**config.mk**
```make
export PLATFORM = sky130hd
export DESIGN_NAME = dmxr_ctrl
export DESIGN_NICKNAME = d
export VERILOG_FILES = /design/src/rtl/core/dmxr_pkg.sv /design/src/rtl/core/dmxr_ctrl.sv
export SDC_FILE = /design/constraint.sdc
export NUM_CORES = 1
export LEC_CHECK = 0
export BUFFER_PORTS_ARGS = -buffer_cell sky130_fd_sc_hd__buf_2
export CORE_MARGIN = 4
export CORE_UTILIZATION = 52
export DETAILED_ROUTE_END_ITERATION = 8
export PLACE_DENSITY = 0.78
export SYNTH_ARGS = -nofsm -noshare
export SYNTH_HDL_FRONTEND = slang
export SYNTH_SLANG_ARGS = --single-unit
```
**constraint.sdc**
```tcl
create_clock -name clk -period 3 [get_ports clk]
set_input_delay 0.3 -clock clk [delete_from_list [all_inputs] [get_ports clk]]
set_output_delay 0.3 -clock clk [all_outputs]
set_load 0.05 [all_outputs]
```
**src/rtl/core/dmxr_pkg.sv**
```systemverilog
// ----------------------------------------------------------------------------
// dmxr_pkg
// Types, codes and helpers shared by the DMX512 frame receiver modules.
// ----------------------------------------------------------------------------
package dmxr_pkg;

    localparam int DMXR_MAX_SLOTS = 512;
    localparam int DMXR_NUM_BANKS = 3;
    localparam int DMXR_LEN_W     = 10;
    localparam int DMXR_SLOT_W    = 10;

    localparam logic [2:0] OP_RX_BYTE = 3'd0;
    localparam logic [2:0] OP_BREAK   = 3'd1;
    localparam logic [2:0] OP_TICK    = 3'd2;
    localparam logic [2:0] OP_ACK     = 3'd3;
    localparam logic [2:0] OP_READ    = 3'd4;

    localparam logic [1:0] NO_BANK = 2'd3;

    typedef struct packed {
        logic [2:0]             op;
        logic [7:0]             data;
        logic                   framing_error;
        logic [DMXR_SLOT_W-1:0] slot_index;
    } req_t;

    typedef struct packed {
        logic [7:0]            read_data;
        logic [DMXR_LEN_W-1:0] slot_count;
        logic                  frame_available;
        logic [31:0]           frame_seq;
        logic [31:0]           overrun_count;
        logic [31:0]           framing_count;
    } rsp_t;

    // result fields known once the event is processed; read data follows the RAM
    typedef struct packed {
        logic                  read_hit;
        logic [1:0]            read_bank;
        logic [DMXR_LEN_W-1:0] slot_count;
        logic                  frame_available;
        logic [31:0]           frame_seq;
        logic [31:0]           overrun_count;
        logic [31:0]           framing_count;
    } stat_t;

    typedef struct packed {
        logic [DMXR_NUM_BANKS-1:0] wr_en;
        logic [DMXR_SLOT_W-1:0]    wr_addr;
        logic [7:0]                wr_data;
        logic                      rd_en;
        logic [DMXR_SLOT_W-1:0]    rd_addr;
    } mem_cmd_t;

    function automatic logic [1:0] bank_ok(input logic [1:0] b);
        bank_ok = (b == NO_BANK) ? 2'd0 : b;
    endfunction

endpackage

```
**src/rtl/core/dmxr_ctrl.sv**
```systemverilog
// ----------------------------------------------------------------------------
// dmxr_ctrl
// Frame state: bank renaming, write position, hand-off, publish, counters,
// and the bank clearing sweep after reset.
// ----------------------------------------------------------------------------
module dmxr_ctrl
    import dmxr_pkg::*;
#(
    parameter int MAX_SLOTS = DMXR_MAX_SLOTS
) (
    input  logic     clk,
    input  logic     rst_n,
    input  logic     fire,
    input  req_t     item,
    input  logic     notify_enable,
    output logic     busy,
    output mem_cmd_t mem_cmd,
    output stat_t    stat_next
);

    localparam int BANK_SIZE = MAX_SLOTS + 1;
    localparam int POS_W     = $clog2(MAX_SLOTS + 2);
    localparam int ADDR_W    = $clog2(BANK_SIZE);

    logic [1:0]            write_bank_reg, write_bank_next;
    logic [1:0]            readout_bank_reg, readout_bank_next;
    logic [1:0]            pending_bank_reg, pending_bank_next;
    logic [POS_W-1:0]      wpos_reg, wpos_next;
    logic                  rx_en_reg, rx_en_next;
    logic                  consumed_reg, consumed_next;
    logic                  first_reg, first_next;
    logic [DMXR_LEN_W-1:0] len_reg [DMXR_NUM_BANKS];
    logic [DMXR_LEN_W-1:0] len_next [DMXR_NUM_BANKS];
    logic [31:0]           frames_reg, frames_next;
    logic [31:0]           overruns_reg, overruns_next;
    logic [31:0]           ferr_reg, ferr_next;
    logic                  clr_busy_reg;
    logic [ADDR_W-1:0]     clr_addr_reg;

    logic [1:0]            wb;
    logic [1:0]            rb;
    logic [POS_W-1:0]      frame_len;
    logic                  avail;
    logic                  rx_store;

    assign busy = clr_busy_reg;
    assign wb   = bank_ok(write_bank_reg);
    assign rb   = bank_ok(readout_bank_reg);
    assign frame_len = (wpos_reg != '0) ? wpos_reg - POS_W'(1) : '0;

    always_comb
    begin
        write_bank_next   = write_bank_reg;
        readout_bank_next = readout_bank_reg;
        pending_bank_next = pending_bank_reg;
        wpos_next         = wpos_reg;
        rx_en_next        = rx_en_reg;
        consumed_next     = consumed_reg;
        first_next        = first_reg;
        len_next          = len_reg;
        frames_next       = frames_reg;
        overruns_next     = overruns_reg;
        ferr_next         = ferr_reg;
        avail             = 1'b0;
        rx_store          = 1'b0;

        case (item.op)
            OP_RX_BYTE:
            begin
                if (item.framing_error)
                begin
                    ferr_next = ferr_reg + 32'd1;
                end
                if (rx_en_reg)
                begin
                    if (wpos_reg < POS_W'(BANK_SIZE))
                    begin
                        rx_store  = 1'b1;
                        wpos_next = wpos_reg + POS_W'(1);
                    end
                    else
                    begin
                        overruns_next = overruns_reg + 32'd1;
                        rx_en_next    = 1'b0;
                    end
                end
            end
            OP_BREAK:
            begin
                len_next[wb] = DMXR_LEN_W'(frame_len);
                if (frame_len != '0 && pending_bank_reg == NO_BANK && consumed_reg)
                begin
                    pending_bank_next = wb;
                    // the bank that is neither being handed off nor read out
                    write_bank_next   = bank_ok(2'd3 - wb - rb);
                    frames_next       = frames_reg + 32'd1;
                end
                wpos_next  = '0;
                rx_en_next = 1'b1;
            end
            OP_TICK:
            begin
                if (pending_bank_reg != NO_BANK && consumed_reg)
                begin
                    if (first_reg)
                    begin
                        first_next    = 1'b0;
                        consumed_next = 1'b1;
                    end
                    else
                    begin
                        readout_bank_next = bank_ok(pending_bank_reg);
                        consumed_next     = 1'b0;
                        avail             = notify_enable;
                    end
                    pending_bank_next = NO_BANK;
                end
            end
            OP_ACK:
            begin
                consumed_next = 1'b1;
            end
            default:
            begin
            end
        endcase
    end

    always_comb
    begin
        mem_cmd = '0;
        if (clr_busy_reg)
        begin
            mem_cmd.wr_en   = '1;
            mem_cmd.wr_addr = DMXR_SLOT_W'(clr_addr_reg);
            mem_cmd.wr_data = 8'h00;
        end
        else
        begin
            mem_cmd.wr_en[wb] = fire && rx_store;
            mem_cmd.wr_addr   = DMXR_SLOT_W'(wpos_reg);
            mem_cmd.wr_data   = item.data;
        end
        mem_cmd.rd_en   = fire;
        mem_cmd.rd_addr = item.slot_index;
    end

    always_comb
    begin
        stat_next.read_hit        = (item.op == OP_READ) &&
                                    (item.slot_index < DMXR_SLOT_W'(BANK_SIZE));
        stat_next.read_bank       = rb;
        stat_next.slot_count      = len_next[bank_ok(readout_bank_next)];
        stat_next.frame_available = avail;
        stat_next.frame_seq       = frames_next;
        stat_next.overrun_count   = overruns_next;
        stat_next.framing_count   = ferr_next;
    end

    always_ff @(posedge clk or negedge rst_n)
    begin
        if (!rst_n)
        begin
            write_bank_reg   <= 2'd0;
            readout_bank_reg <= 2'd2;
            pending_bank_reg <= NO_BANK;
            wpos_reg         <= '0;
            rx_en_reg        <= 1'b1;
            consumed_reg     <= 1'b1;
            first_reg        <= 1'b1;
            for (int i = 0; i < DMXR_NUM_BANKS; i++)
            begin
                len_reg[i] <= '0;
            end
            frames_reg       <= '0;
            overruns_reg     <= '0;
            ferr_reg         <= '0;
        end
        else if (fire)
        begin
            write_bank_reg   <= write_bank_next;
            readout_bank_reg <= readout_bank_next;
            pending_bank_reg <= pending_bank_next;
            wpos_reg         <= wpos_next;
            rx_en_reg        <= rx_en_next;
            consumed_reg     <= consumed_next;
            first_reg        <= first_next;
            len_reg          <= len_next;
            frames_reg       <= frames_next;
            overruns_reg     <= overruns_next;
            ferr_reg         <= ferr_next;
        end
    end

    // zero all banks once after reset, one row of every bank per cycle
    always_ff @(posedge clk or negedge rst_n)
    begin
        if (!rst_n)
        begin
            clr_busy_reg <= 1'b1;
            clr_addr_reg <= '0;
        end
        else if (clr_busy_reg)
        begin
            if (clr_addr_reg == ADDR_W'(BANK_SIZE - 1))
            begin
                clr_busy_reg <= 1'b0;
            end
            clr_addr_reg <= clr_addr_reg + ADDR_W'(1);
        end
    end

    a_wr_ne_rd: assert property (@(posedge clk) disable iff (!rst_n)
        write_bank_reg != readout_bank_reg)
        else $error("write bank aliases the read-out bank");

    a_pend_free: assert property (@(posedge clk) disable iff (!rst_n)
        pending_bank_reg != NO_BANK |->
            pending_bank_reg != write_bank_reg && pending_bank_reg != readout_bank_reg)
        else $error("pending bank aliases another bank");

    a_wpos_range: assert property (@(posedge clk) disable iff (!rst_n)
        wpos_reg <= POS_W'(BANK_SIZE))
        else $error("write position beyond bank");

    a_no_fire_clr: assert property (@(posedge clk) disable iff (!rst_n)
        clr_busy_reg |-> !fire)
        else $error("event processed during bank clearing");

    a_overrun_stop: assert property (@(posedge clk) disable iff (!rst_n)
        fire && item.op == OP_RX_BYTE && rx_en_reg && wpos_reg == POS_W'(BANK_SIZE)
            |=> !rx_en_reg)
        else $error("reception not stopped after overrun");

endmodule

```
After elaboration in Yosys (flattened, before gate mapping)
Index checks and enable logic that the tools add are counted.

storage, ports and cells
  bits in registers = 156
  input port bits = 26
  output and inout port bits = 143
  logic and storage cells = 111

cells by class
  add/sub/neg operators = 8
  $lt $le $gt $ge = 7
  equal/unequal tests = 15
  mux-type cells = 44
  bitwise operators = 3
  reduce and logical (&&, ||, !) cells = 19

operator list
  operator                                                   count
  2-to-1 mux 32 bit                                          7
  adder 32 x 1 -> 32 bit (second input constant)             3
  2-to-1 mux 10 bit                                          6
  bitwise mux 30 bit                                         1
  2-to-1 mux 30 bit                                          1
  2-to-1 mux 21 bit                                          1
  adder 10 x 1 -> 10 bit (second input constant)             2
  binary-select mux 10 bit (select 2 bit)                    1
  demux 10 bit (select 2 bit)                                1
  less-than comparator 10 bit (second input constant)        2
  2-to-1 mux 2 bit                                           10
  one-hot mux 10 bit (2 select lines)                        1
  nonzero test 10 bit                                        2
  2-to-1 mux 1 bit                                           11
  == test 10 bit (second input constant)                     1
  == test 2 bit (second input constant)                      5
  != test 2 bit (second input constant)                      5
  subtractor 10 x 1 -> 10 bit (second input constant)        1
  AND reduction 3 bit                                        3
  AND reduction 4 bit                                        2
  logical AND 1 bit                                          7
  == test 3 x 2 -> 1 bit (second input constant)             2
  greater-or-equal comparator 3 bit (second input constant)  2
  NOT 2 -> 3 bit                                             2
  other kinds (14)                                           17

Logic depth before layout (Yosys ltp)
Gate-level depths: netlist of the first run.

  depth in word-level cells = 12
  mapped depth = 12
  depth with buffers taken out = 9

Worst setup path after synthesis of the first run
OpenSTA, ideal clock, no wires.

  kind = register to output
  start = reg wpos_reg[0]
  end = out stat_next[86] in the netlist's numbering
  arrival = 3.259 ns
  data required time = 2.700 ns
  setup slack = -0.559 ns
  stages on the path, launching flop included = 13
  path buffers = 3
  cell sequence = dfrtp_1 clkbuf_1 inv_1 ha_1 or3b_1 nor3_2 or4_1 nand3_1 and4_1 buf_2 buf_2 nor4_1 xor2_1

RTL lines
  what                      RTL line          RTL
  start: declaration        dmxr_ctrl.sv:28   logic [POS_W-1:0] wpos_reg, wpos_next;
  start signal: assignment  dmxr_ctrl.sv:184  wpos_reg <= wpos_next;
  end: declaration          dmxr_ctrl.sv:18   output stat_t stat_next

==> reports/metrics.yaml, run 1 <==
run_status:
  status: "finished with violations"
  failed_checks: "setup timing"
layout:
  design_area_um2: 14500
  multiInputGateArea_um2: 7140
  drive_above_1_share: 0.403
  utilization: 0.795
  nFillCells: 1087
  fin_nets: 1401
  layout.area.seq_um2: 3920
  syn_to_final_growth_pct: 48.3
power_and_ir_drop:
  leakage_nw: 6.72
  powerDensity_nw_per_um2: 631
  ir_drop_v: 0.000808
synthesis:
  netlist_area_um2: 9790
  synth_edf_count: 0
  syn_area_per_cell_um2: 8.74
  yosysWarnings: 0
  ys_async_sr_fraction: 1.00
  synth_nets: 1156
  synthFlopType: "dfrtp_1"
  ys_seq_elements: 156
  synth_cell_types: 61
  synth_top_cell_by_area: "dfrtp_1"
  synthCells: 1120
  synth.area.top_cells: "dfrtp_1, xor2_1, xnor2_1"
  seq_area_frac_synth: 0.400
  synth_top_area_frac: 0.381
critical_path:
  crit_top_cell: "buf_6"
  cp.required_ns: 2.70
  cp-end-kind: "output pin"
  cp_max_fo: 8
  reg2reg_setup_slack_ns: -0.01
  worstSetupPathType: "flip-flop to output pin"
  regToRegStartpoint: "wpos_reg[1]$_DFFE_PN0P_"
  crit_path_start_kind: "flip-flop"
  rr_worst_depth: 14
  worstReg2RegEnd: "frames_reg[20]$_DFFE_PN0P_"
  worst_path_max_delay_cell: "dfrtp_1"
  worstPathArrival_ns: 2.99
  worstPathCellList: "clkinv_4, ha_4, buf_4, buf_6, xor2_1, o41ai_4, and4_4, buf_12, nor4_4, xor2_4, buf_6"
  cp_slowest_stage_delay_ns: 0.40
  critPathLaunch: "wpos_reg[0]$_DFFE_PN0P_"
placed_design:
  postPlaceCellArea_um2: 12300
  gp_congestion: 0.906
  portBuffers: 168
  dpl.hpwl_um: 20000
clocking:
  cts.sinks: 156
  cts.clk_slew.worst_paths_ns: 0.06
  clockBufferDepth: 2
  cts_made_buffers: 17
  htreeDepth: 4
  cts_tree: "done"
  clock_latency_ns: 0.42
  clock-root-buffer: "clkbuf_16"
detailed_routing:
  detail-route-antenna-nets: 0
  dr_total_vias: 9557
  drt-total-wl_um: 31300
  drt_iter0_drc: 767
  drc: 0
  drtPass1Iterations: 6
  wl_per_cell_um: 19.5
  viasPerCell: 5.94
floorplan:
  core_um2: 18300
  dieArea_um2: 21100
  die_w_um: 145
  ios: 169
  die_h_um: 145
  start_util: 0.536
  num_rows: 49
global_routing:
  antenna_found_initial: 1
  grt_pass1_wl_um: 48700
  grt_overflow: 0
  grt_use_total: 0.279
  grt_max_degree: 63
  grt_pass1_vias: 9478
min_path:
  worst_hold_path_type: "input port to flip-flop"
  worstHoldEndpoint: "consumed_reg$_DFFE_PN1P_"
  hp-start: "item[19]"
  min_path_cells: 3
timing:
  setup-tns-final_ns: -10.69
  slew_headroom: 0.545
  hold_viol: 0
  worstMarginPinSlew_ns: 0.677
  slew_viol_final: 0
  timing.fmax_mhz: 304
  finalClockSkew_ns: 0.0129
  timing.final.crit_share: 1.10
  setup_viol: 67
  worst_slack_ns: -0.287
  min_period_ns: 3.29
  rsz0062_at_grt: "yes"
flow_run:
  cap_viol_max_count: 0
[where the power goes]
| group | switching, mW | total [mW] | internal, mW |
|---|---|---|---|
| Clock | 0.956 | 2.14 | 1.19 |
| Combinational | 2.68 | 4.50 | 1.82 |
| Sequential | 0.199 | 2.52 | 2.32 |
[worst max-delay path: cells and delay by family, from the launching register on]
family / cells / cell delay (ns)
DFF: 1 / 0.40
AOI/OAI and AO/OA: 1 / 0.15
and+or+nand+nor: 2 / 0.64
xor gates and xnor gates: 2 / 0.56
adders and majority gates: 1 / 0.15
buffers and inverters: 5 / 0.65
[cells in the final DEF, fill, tap and decap left out, types with 8 or more instances in the layout]
master     netlist  routed
nor2_1          86      74
o21ai_0         50      42
xnor2_2          0      18
nor4_1          22      13
ha_1            10       9
xnor2_1         94      73
buf_12           0      11
nor2b_1         11      11
nand2_2          1      14
nand4_1         37      37
nor3_4           0      23
nor4_4           0       9
nand3_1         62      52
o211ai_1         9       9
dfrtp_1        149     144
inv_1           17      15
mux2_2          14      14
nand2_1        168     149
a21oi_1         16       9
nand3_2          0       8
and4_1          11       8
buf_2           11      93
nor3_1          57      32
buf_6            1      76
buf_4           13     110
xor2_4           0      25
xor2_1         112      81
clkbuf_16        0      18
and3_1          22      20
[layer usage]
metal	track usage	vias up	wire, um
li1	-	4332	-
met1	0.366	4732	12600
met2	0.465	403	15800
met3	0.0483	90	1900
met4	0.105	0	1060
met5	0	-	0
[cell families after synthesis]
kind of cell,synth area share
muxes,0.0202
AOI/OAI and AO/OA,0.0753
buffers and inverters,0.0428
xor gates and xnor gates,0.184
DFF,0.400
and+or+nand+nor,0.265
adders and majority gates,0.0128
[synth_stat cells, types with 3 or more instances]
master	number
nand2_1	168
dfrtp_1	149
xor2_1	112
xnor2_1	94
nor2_1	86
nand3_1	62
nor3_1	57
o21ai_0	50
clkbuf_1	46
nand4_1	37
and3_1	22
nor4_1	22
inv_1	17
a21oi_1	16
mux2_2	14
buf_4	13
a211oi_1	11
and4_1	11
buf_2	11
nor2b_1	11
ha_1	10
o211ai_1	9
and2_1	7
dfstp_2	7
buf_1	5
nor3_2	5
or4_1	5
mux2i_1	4
nor4b_1	4
o2111ai_1	4
or3_1	4
a31o_2	3
nand3b_1	3
o311ai_0	3
or2_2	3
[worst max-delay path by stage]
stage | endpoint | cells after the start | slack, ns
after floorplan | stat_next[86] | 12 | -0.22
after global placement | stat_next[95] | 11 | 0.05
after detailed placement | stat_next[95] | 11 | -0.004
after CTS | stat_next[84] | 11 | -0.24
after global routing | stat_next[71] | 13 | -0.40
final | stat_next[92] | 11 | -0.29
[stage by stage]
step | setup slack [ns] | power (mW) | hold slack, ns | std cells
5_1_grt | -0.402 | 9.53 | 0.227 | 1608
4_1_cts | -0.236 | 8.68 | 0.187 | 1587
6_report | -0.287 | 9.16 | 0.229 | 1608
3_5_place_dp | -0.00396 | 5.78 | 0.337 | 1536
3_3_place_gp | 0.0493 | 5.72 | 0.329 | 1536
2_1_floorplan | -0.223 | 4.77 | 0.00441 | 1120
[repair_timing]
item	in CTS	in global routing
pin swaps	49	51
cloned	4	1
hold buffers	1	0
setup buffers	17	21
hold endpoints to repair	53	0
endpoints found under the setup margin	74	84
resized for setup	207	116
[area by class of cell]
cell class              instances  area share
diodes                          1    0.000172
flip-flops and latches        156       0.270
repair buffers                300       0.174
clock inverters                13     0.00896
multi-input cells             873       0.492
clock buffers                  19      0.0305
well taps                     229      0.0197
inverters                      17     0.00474
Note: power is estimated with default switching activity, not from simulation.
==> run 2: changes to the inputs <==
Settings changed: ABC_AREA set to 1, PLACE_DENSITY 0.78 to 0.77.
==> run 2 against run 1 <==
  * The flow still finishes with violations (setup timing)
  * First-iteration DRC count increased by 0.52%
  * Setup slack improved by 0.22 ns
  * Clock-buffer cell count increased by 1
  * Sequential power increased by 2%
  * Area after synthesis increased by 4.1%
  * Die area increased by 3.9%
  * Critical endpoint is now stat_next[94]
==> reports/metrics.yaml, run 2 <==
run_status:
  status: "finished with violations"
  failed_checks: "setup timing"
detailed_routing:
  wl_per_cell_um: 15.5
  dr_total_vias: 10700
  drc: 0
  detail-route-antenna-nets: 0
  drt-total-wl_um: 30100
  drt_iter0_drc: 771
  drtPass1Iterations: 5
  viasPerCell: 5.48
timing:
  slew_headroom: 0.408
  setup_viol: 17
  worst_slack_ns: -0.0632
  finalClockSkew_ns: 0.0132
  timing.fmax_mhz: 326
  hold_viol: 0
  min_period_ns: 3.06
  slew_viol_final: 0
  timing.final.crit_share: 1.02
  rsz0062_at_grt: "yes"
  worstMarginPinSlew_ns: 0.888
  holdWs_ns: 0.273
flow_run:
  cap_viol_max_count: 0
global_routing:
  grt_use_total: 0.258
  grt_max_degree: 117
  grt_pass1_vias: 9935
  grt_overflow: 0
  grt_pass1_wl_um: 47300
  antenna_found_initial: 0
placed_design:
  dpl.hpwl_um: 19200
  gp_congestion: 0.901
  placedCellCount: 1866
  place_ws_ns: 0.0975
  portBuffers: 168
critical_path:
  critPathBufInv: 4
  cp.required_ns: 2.70
  crit_path_start_kind: "flip-flop"
  worstSetupPathType: "flip-flop to output pin"
  cp-end-kind: "output pin"
  worstPathArrival_ns: 2.76
  worst_path_max_delay_cell: "dfrtp_2"
  crit_top_cell: "nand3_4"
  crit_family: "simple AND/OR/NAND/NOR gates"
  worstPathCellList: "nor2_2, nand2_2, inv_2, nand3_4, buf_12, nand3_4, nand2_4, nor2_4, nand3_4, buf_12, nand4_1, nand2_1, and2_4, buf_8"
  cp_max_fo: 7
  cp_slowest_stage_delay_ns: 0.48
power_and_ir_drop:
  ir_drop_v: 0.000396
  leakage_nw: 6.66
  powerDensity_nw_per_um2: 618
  finalPower_mw: 8.03
layout:
  stdcell_count: 1942
  utilization: 0.683
  antenna_cells: 0
  drive_above_1_share: 0.231
  fin_nets: 1705
  final_cell_mix: "nand2_1, inv_1, dfrtp_1, buf_2, o21ai_0"
  layout_commonest_cell: "nand2_1"
  syn_to_final_growth_pct: 27.5
clocking:
  cts_tree: "done"
  clockBufferDepth: 2
  cts_made_buffers: 17
  cts.sinks: 156
  clock_latency_ns: 0.43
  cts.clk_slew.worst_paths_ns: 0.07
  clock-root-buffer: "clkbuf_16"
  htreeDepth: 4
floorplan:
  num_rows: 50
  ios: 169
  die_w_um: 148
  core_um2: 19000
  start_util: 0.536
  dieArea_um2: 21900
  die_h_um: 148
synthesis:
  ys_async_sr_fraction: 1.00
  synth_edf_count: 0
  synthCells: 1479
  synth_cell_types: 46
  synth.area.top_cells: "dfrtp_1, nand2_1, inv_1"
  syn_area_per_cell_um2: 6.89
  synth_nets: 1515
  synth_top_cell_by_area: "dfrtp_1"
  synth.most_common_cell: "nand2_1"
  synth_top_area_frac: 0.366
  yosysWarnings: 0
  netlist_area_um2: 10200
  seq_area_frac_synth: 0.384
  ys_seq_elements: 156
  synth_common_cells: "nand2_1, inv_1, dfrtp_1"
  synthFlopType: "dfrtp_1"
min_path:
  worst_hold_path_type: "input port to flip-flop"
[run 2: changes by cell type after synthesis, moves of 12 or more]
cell,before,now
nand2_1,168,469
nor2_2,2,14
xor2_1,112,64
mux2_2,14,0
nand3_1,62,81
inv_1,17,204
o21ai_1,0,13
nand4_1,37,75
xnor2_1,94,4
and3_1,22,1
nor3_1,57,34
o21ai_0,50,116
[run 2: cell families (layout without fill, tap and decap cells)]
| kind of cell | after synthesis | count (layout) | synth area share |
|---|---|---|---|
| xor gates and xnor gates | 68 | 68 | 0.0584 |
| AOI/OAI and AO/OA | 155 | 155 | 0.0798 |
| adders and majority gates | 10 | 10 | 0.0123 |
| DFF | 156 | 156 | 0.384 |
| buffers and inverters | 274 | 473 | 0.109 |
| and+or+nand+nor | 816 | 820 | 0.357 |
[run 2: cell type report]
class                           count  area (um2)
Inverter                          214         811
Multi-Input combinational cell   1053        5660
Sequential cell                   156        3920
Timing Repair Buffer              227        1710
Clock inverter                     12         103
Clock buffer                       20         467
Tap cell                          260         325
Fill cell                        1563        6030
[run 2: where the power goes]
part / switching, mW / internal, mW
clock: 0.960 / 1.15
sequential: 0.205 / 2.36
combinational: 2.26 / 1.10
total: 3.43 / 4.60
[run 2: worst reg2reg max path, cell delays in order (launching register included)]
cell and delay [ns]:
dfrtp_2 0.48, nor2_2 0.22, nand2_2 0.15, inv_2 0.10, nand3_4 0.09, buf_12 0.17, nand3_4 0.12, nand3_2 0.11
nor2_4 0.13, buf_12 0.14, nor2_4 0.05, buf_6 0.15, buf_4 0.13, nand2_2 0.11, nand2_1 0.10, nand2_1 0.10
nand2_1 0.06, nand2_1 0.06
[run 2: metal layers]
| layer | wire, um | global-route usage | up-vias | part of all wire |
|---|---|---|---|---|
| li1 | - | - | 5101 | - |
| met1 | 12300 | 0.337 | 4984 | 0.41 |
| met2 | 14800 | 0.434 | 477 | 0.49 |
| met3 | 2160 | 0.0454 | 89 | 0.072 |
| met4 | 931 | 0.0919 | 0 | 0.031 |
| met5 | 0 | 0 | - | 0 |
[run 2: stage by stage]
| stage | area, um2 | TNS (ns) |
|---|---|---|
| 2_1_floorplan | 10200 | 0 |
| 4_1_cts | 12300 | 0 |
| 3_3_place_gp | 11200 | 0 |
| 3_5_place_dp | 11200 | 0 |
| 5_1_grt | 13000 | -2.79 |
| 6_report | 13000 | -0.671 |
[run 2: timing repair]
| action | in CTS | in global routing |
|---|---|---|
| hold endpoints to repair | 3 | 0 |
| hold buffers | 1 | 0 |
| setup buffers | 13 | 25 |
| resized for setup | 77 | 155 |
| pin swaps | 15 | 31 |
| setup endpoints to repair | 52 | 60 |
| cloned | 3 | 2 |
[run 2: worst paths after layout]
path                                              start                               to  slack, ns  cells after the start
max in group asynchronous                         rst_n     overruns_reg[31]$_DFFE_PN0P_       1.68                      3
min in group asynchronous                         rst_n       frames_reg[17]$_DFFE_PN0P_       0.51                      2
worst max-delay path            wpos_reg[5]$_DFFE_PN0P_                    stat_next[94]      -0.06                     14
worst min register to register   len_reg[6]$_DFFE_PN0P_           len_reg[6]$_DFFE_PN0P_       0.48                      2
worst max register to register  wpos_reg[5]$_DFFE_PN0P_  pending_bank_reg[0]$_DFFE_PN1P_       0.46                     17
worst min-delay path                           item[19]         consumed_reg$_DFFE_PN1P_       0.27                      3
